File: config.mk
export PLATFORM = sky130hd
export DESIGN_NAME = brs_lane
export DESIGN_NICKNAME = d
export VERILOG_FILES = /design/src/rtl/brs_pkg.sv /design/src/rtl/brs_lane.sv
export SDC_FILE = /design/constraint.sdc
export NUM_CORES = 1
export LEC_CHECK = 0
export BUFFER_PORTS_ARGS = -buffer_cell sky130_fd_sc_hd__buf_4
export CORE_ASPECT_RATIO = 1.2
export CORE_UTILIZATION = 60
export CTS_CLUSTER_DIAMETER = 150
export DETAILED_ROUTE_END_ITERATION = 8
export GPL_TIMING_DRIVEN = 0
export PLACE_DENSITY = 0.82
export SYNTH_ARGS = -nofsm -noshare
export SYNTH_HDL_FRONTEND = slang
export SYNTH_SLANG_ARGS = --single-unit
File: constraint.sdc
create_clock -name i_clk -period 19.5 [get_ports i_clk]
set_clock_uncertainty 0.1 [all_clocks]
set_input_delay 2.925 -clock i_clk [delete_from_list [all_inputs] [get_ports i_clk]]
set_output_delay 2.925 -clock i_clk [all_outputs]
set_load 0.005 [all_outputs]
File: src/rtl/brs_pkg.sv
// Bilinear RGB sampler: shared widths, types and register codes.
// No dependencies; every other file but brs_ram refers to this package by scoped names.
package brs_pkg;

    localparam int CHAN_W  = 8;
    localparam int COORD_W = 8;
    localparam int POS_W   = 16;
    localparam int SIZE_W  = 9;
    localparam int APB_AW  = 3;
    localparam int APB_DW  = 32;

    typedef logic [CHAN_W-1:0]  t_chan;
    typedef logic [COORD_W-1:0] t_coord;
    typedef logic [POS_W-1:0]   t_pos;
    typedef logic [SIZE_W-1:0]  t_size;

    // register index, taken from paddr bit 2
    localparam logic REG_WIDTH  = 1'b0;
    localparam logic REG_HEIGHT = 1'b1;

    localparam logic REQ_WRITE  = 1'b0;
    localparam logic REQ_SAMPLE = 1'b1;

endpackage

File: src/rtl/brs_lane.sv
// One color channel of the blend: x blend, register, y blend with rounding, register.
// Depends on brs_pkg for the channel type.
module brs_lane #(
    parameter int FRAC_BITS = 8
) (
    input  logic                 i_clk,
    input  logic                 i_adv,
    input  brs_pkg::t_chan       i_a,
    input  brs_pkg::t_chan       i_b,
    input  brs_pkg::t_chan       i_d,
    input  brs_pkg::t_chan       i_e,
    input  logic [FRAC_BITS-1:0] i_fx,
    input  logic [FRAC_BITS-1:0] i_fy,
    output brs_pkg::t_chan       o_val
);

    localparam int SW = FRAC_BITS + 1;
    localparam int HW = brs_pkg::CHAN_W + FRAC_BITS;
    localparam int VW = brs_pkg::CHAN_W + 2 * FRAC_BITS;
    localparam logic [SW-1:0] SCALE = SW'(1) << FRAC_BITS;
    localparam logic [VW-1:0] HALF  = VW'(1) << (2 * FRAC_BITS - 1);

    logic [SW-1:0]        wx;
    logic [SW-1:0]        wy;
    logic [HW:0]          top_sum;
    logic [HW:0]          bot_sum;
    logic [HW-1:0]        n_top;
    logic [HW-1:0]        n_bot;
    logic [HW-1:0]        r_top;
    logic [HW-1:0]        r_bot;
    logic [FRAC_BITS-1:0] r_fy;
    logic [VW-1:0]        v_sum;
    brs_pkg::t_chan       r_val;

    assign wx      = SCALE - SW'(i_fx);
    assign top_sum = (HW+1)'(i_a) * (HW+1)'(wx) + (HW+1)'(i_b) * (HW+1)'(i_fx);
    assign bot_sum = (HW+1)'(i_d) * (HW+1)'(wx) + (HW+1)'(i_e) * (HW+1)'(i_fx);
    // both sums stay below 256 * SCALE
    assign n_top   = top_sum[HW-1:0];
    assign n_bot   = bot_sum[HW-1:0];

    always_ff @(posedge i_clk) begin
        if (i_adv) begin
            r_top <= n_top;
            r_bot <= n_bot;
            r_fy  <= i_fy;
        end
    end

    assign wy    = SCALE - SW'(r_fy);
    assign v_sum = VW'(r_top) * VW'(wy) + VW'(r_bot) * VW'(r_fy) + HALF;

    always_ff @(posedge i_clk) begin
        if (i_adv) begin
            r_val <= v_sum[VW-1:2*FRAC_BITS];
        end
    end

    assign o_val = r_val;

endmodule

# After elaboration in Yosys (flattened, before gate mapping)
# Index checks and enable logic that the tools add are counted.
# totals
regBits	48
in_bits	50
out_inout_bits	8
elab_cells	16
# classes
addsub	6
multipliers	6
# op_table
op	n
$add 16x16->16	2
$mul 8x8->16	2
$mul 8x9->16	2
$add 24x16->24 const B	1
$add 24x24->24	1
$mul 16x8->24	1
$mul 16x9->24	1
$sub 9x8->9 const A	2

# Logic depth before layout (Yosys ltp)
# logic_depth
ltp_word	4
mapped_depth	25
ltp_nobuf	23

# Worst setup path after synthesis
# OpenSTA, ideal clock, no wires.
# synth_path
kind	input to register
from	in i_fx[2]
to	reg r_bot[14], data pin
setup_time_ps	269
arrival_time_ps	8545
required_time_ps	19131
path_slack_ps	10587
stages	23
n_path_buf	2
path_cell_list	clkbuf_1 > nor2_1 > nand3_1 > nor2_1 > xnor2_1 > clkbuf_1 > nand2_1 > fa_1 > fa_1 > inv_1 > fa_1 > fa_1 > fa_1 > inv_1 > fa_1 > inv_1 > ha_1 > o21a_1 > nand3_1 > nor2_1 > a2111oi_2 > o31ai_1 > xor2_1
# synth_between
elab_chain_cells	3
elab_cells_between_ends	4
cone_classes	add/sub: 2; mul: 2
# synth_lines
item	line	text
from (decl)	brs_lane.sv:12	input logic [FRAC_BITS-1:0] i_fx,
$sub 9x8->9	brs_lane.sv:35	assign wx = SCALE - SW'(i_fx);
$mul 8x9->16	brs_lane.sv:37	assign bot_sum = (HW+1)'(i_d) * (HW+1)'(wx) + (HW+1)'(i_e) * (HW+1)'(i_fx);
$add 16x16->16 *	brs_lane.sv:37	
net bot_sum[14]	brs_lane.sv:26	logic [HW:0] bot_sum;
to (signal assigned)	brs_lane.sv:45	r_bot <= n_bot;
to (decl)	brs_lane.sv:30	logic [HW-1:0] r_bot;
# The timed path passes the listed nets; every way through them passes the cells marked *.
# A chain may end at the register's enable or synchronous reset.

# Worst setup path after layout
# layout_path
from	in i_fx[3]
to	reg r_bot[14], data pin
# The elaborated chain is that of the path after synthesis.

==> reports/results.ini <==
[critical_path]
crit_slowest_cell=clkbuf_1
r2r_end=o_val[7]
cp_data_arrival_time_ns=9.80
crit_path_max_incr_delay_ns=0.67
path_cells=clkbuf_1 > nor2_1 > nand3_1 > nor2_1 > xnor2_1 > clkbuf_1 > nand2_1 > fa_1 > fa_1 > inv_1 > fa_1 > fa_1 > fa_1 > inv_1 > fa_1 > inv_1 > ha_1 > a211oi_1 > nor2_1 > a2111oi_2 > o31ai_1 > xor2_1
critPathKind=in -> reg
cp_common_cell=fa_1
reg2reg_depth=22
cp_max_fo=10
r2r_setup_slack_ns=11.52
crit_path_end_kind=flop
start_kind=input pin
worstReg2RegStart=r_fy[2]
worst-endpoint-required_ns=19.45

[synthesis]
yosysTopAreaCell=fa_1
synthTopCellsByArea=fa_1 (44%), ha_1 (14%), inv_1 (11%)
synth_area_mm2=0.0194
synthCells=2085
yosysWarnings=0
synth_cell_types=40
syn_area_per_cell_um2=9.28
synth_top_area_share_pct=43.6
syn_nets=2771
yosysSeqAreaShare_pct=7.45
ys_ff_latch=48

[floorplanning]
die_w_um=166
dieArea_mm2=0.0330
start_util_pct=61.4
fp-row-count=71
die_y_um=199
ios=58
coreArea_mm2=0.0315

[drt]
drc=3
dr_wl_met3_um=2510
drt_wl_total_um=43600
m1WireLength_um=16100
routed.top_layer=met4
antenna_left=0
dr_wl_met2_um=22800
dr.first_iter.drc_count=883
via_count=13900
viasPerCell=5.48
wl_per_cell_um=17.2
drt_pass1_iterations=9

[grt]
first_global_vias=15000
grt_max_degree=49
grt_first_pass_wirelength_um=72900
grt_usage_pct=28.2
grt_overflow=0
antenna_found_initial=0

[placement]
dpl.hpwl_um=37400
portBuffers=44
gp_congestion=0.927
dp_cells=2530

[worst_hold_path]
hold_end=o_val[7]
holdCritStartpoint=r_top[15]
hold_class=reg -> reg
holdPathStages=4

[layout]
area_growth_syn_to_layout_pct=5.20
fin_util_pct=64.6
nets=2822
mostFrequentLayoutCells=inv_1 (575), fa_1 (422), and2_1 (332)
drive_gt1_share_pct=2.76
fill_cells=2443
layout_commonest_cell=inv_1
fin_cells=2539

[flow_run]
drv_cap=0

[timing]
whs_ns=0.971
hold_viol=0
worst_slew_pin_slew_ns=1.11
fin_tns_setup_ns=0
slew_violations=0
fmax_mhz=101
finalCritPeriodShare_pct=50.5
finalSetupViolCount=0
rsz0062_at_grt=no
period_minus_slack_ns=9.86
timing.slew.headroom_pct=25.8

[clocking]
max-clock-path-buffers=2
clk_pin_slew_ns=0.08
cts_sinks=48
post-cts-setup-buffers=0
cts_buffers=5
hold_buffers=0
cts_resized=0
h-tree-depth=2
cts-root-buf=clkbuf_16
clkLatencyLatePin_ns=0.31
cts_tree=built

[status]
failed_checks=design-rule violations
status=finished with violations

-- layout make-up --
cell class | instances | area (um^2) | share of cell area [%]
multi-input cells | 1400 | 15500 | 76.2
inverters | 575 | 2160 | 10.6
flip-flops and latches | 48 | 1440 | 7.08
well taps | 401 | 502 | 2.46
repair buffers | 44 | 330 | 1.62
plain buffers | 62 | 233 | 1.14
clock buffers | 5 | 125 | 0.614
clock inverters | 3 | 46.3 | 0.227
diodes | 1 | 2.50 | 0.0123
-- worst max path at each step --
stage / to / from / slack [ns]
2_1_floorplan: r_bot[14] / i_fx[2] / 10.59
3_3_place_gp: r_bot[14] / i_fx[3] / 9.51
3_5_place_dp: r_bot[14] / i_fx[3] / 9.40
4_1_cts: r_bot[14] / i_fx[3] / 9.71
5_1_grt: r_bot[14] / i_fx[3] / 9.23
6_report: r_bot[14] / i_fx[3] / 9.64
-- cells in the mapped netlist, drive strengths merged --
cell,instances
nor3b,1
a211oi,6
and2,332
and3,2
o21a,6
a21o,14
o22ai,2
o211ai,6
a31oi,5
buf,11
nor2,17
nand3,12
o211a,2
a221o,1
edfxtp,48
xor2,18
nand2,222
fa,422
o31ai,4
xnor2,46
nor3,7
nand4,2
a41o,2
a21oi,19
a2111oi,2
a2111o,1
a31o,1
nor2b,1
clkbuf,51
o21ai,14
o21bai,8
nand2b,2
o21ba,1
a221oi,1
nor4,4
ha,214
inv,575
a211o,3
-- cells by family (layout without fill, tap and decap cells) --
group | after synthesis | count (layout) | synth area share (%)
xor gates and xnor gates | 64 | 64 | 2.90
buffers and inverters | 637 | 689 | 12.4
adders and majority gates | 636 | 636 | 57.5
AOI/OAI and AO/OA | 98 | 98 | 3.58
other | 0 | 1 | 0
DFF | 48 | 48 | 7.45
and+or+nand+nor | 602 | 602 | 16.2
-- state kept, by name, summed over array words and instances, names as in the netlist --
| register | count |
|---|---|
| r_fy | 8 |
| o_val | 8 |
| r_top | 16 |
| r_bot | 16 |
-- metrics by stage --
step	area, um^2	setup slack (ns)
floorplan	19400	10.59
global placement	20200	9.51
detailed placement	20200	9.40
CTS	20400	9.71
global route	20400	9.23
finish	20400	9.64
-- worst max-delay path: cells and delay by family --
kind	cells	cell delay, ns
fa+ha+maj	7	3.30
buf+inv	5	1.18
compound gates	3	1.05
xor+xnor	2	0.68
simple gates	5	0.64
-- routing by layer --
| layer | vias up | GRT usage (%) |
|---|---|---|
| li1 | 6196 | - |
| met1 | 7044 | 33.9 |
| met3 | 150 | 2.03 |
| met4 | 0 | 13.7 |
| met2 | 530 | 51.6 |
| met5 | - | 0 |
Power is not shown: default switching activity piles up to over one toggle a cycle in this logic, so the estimate is an artifact.
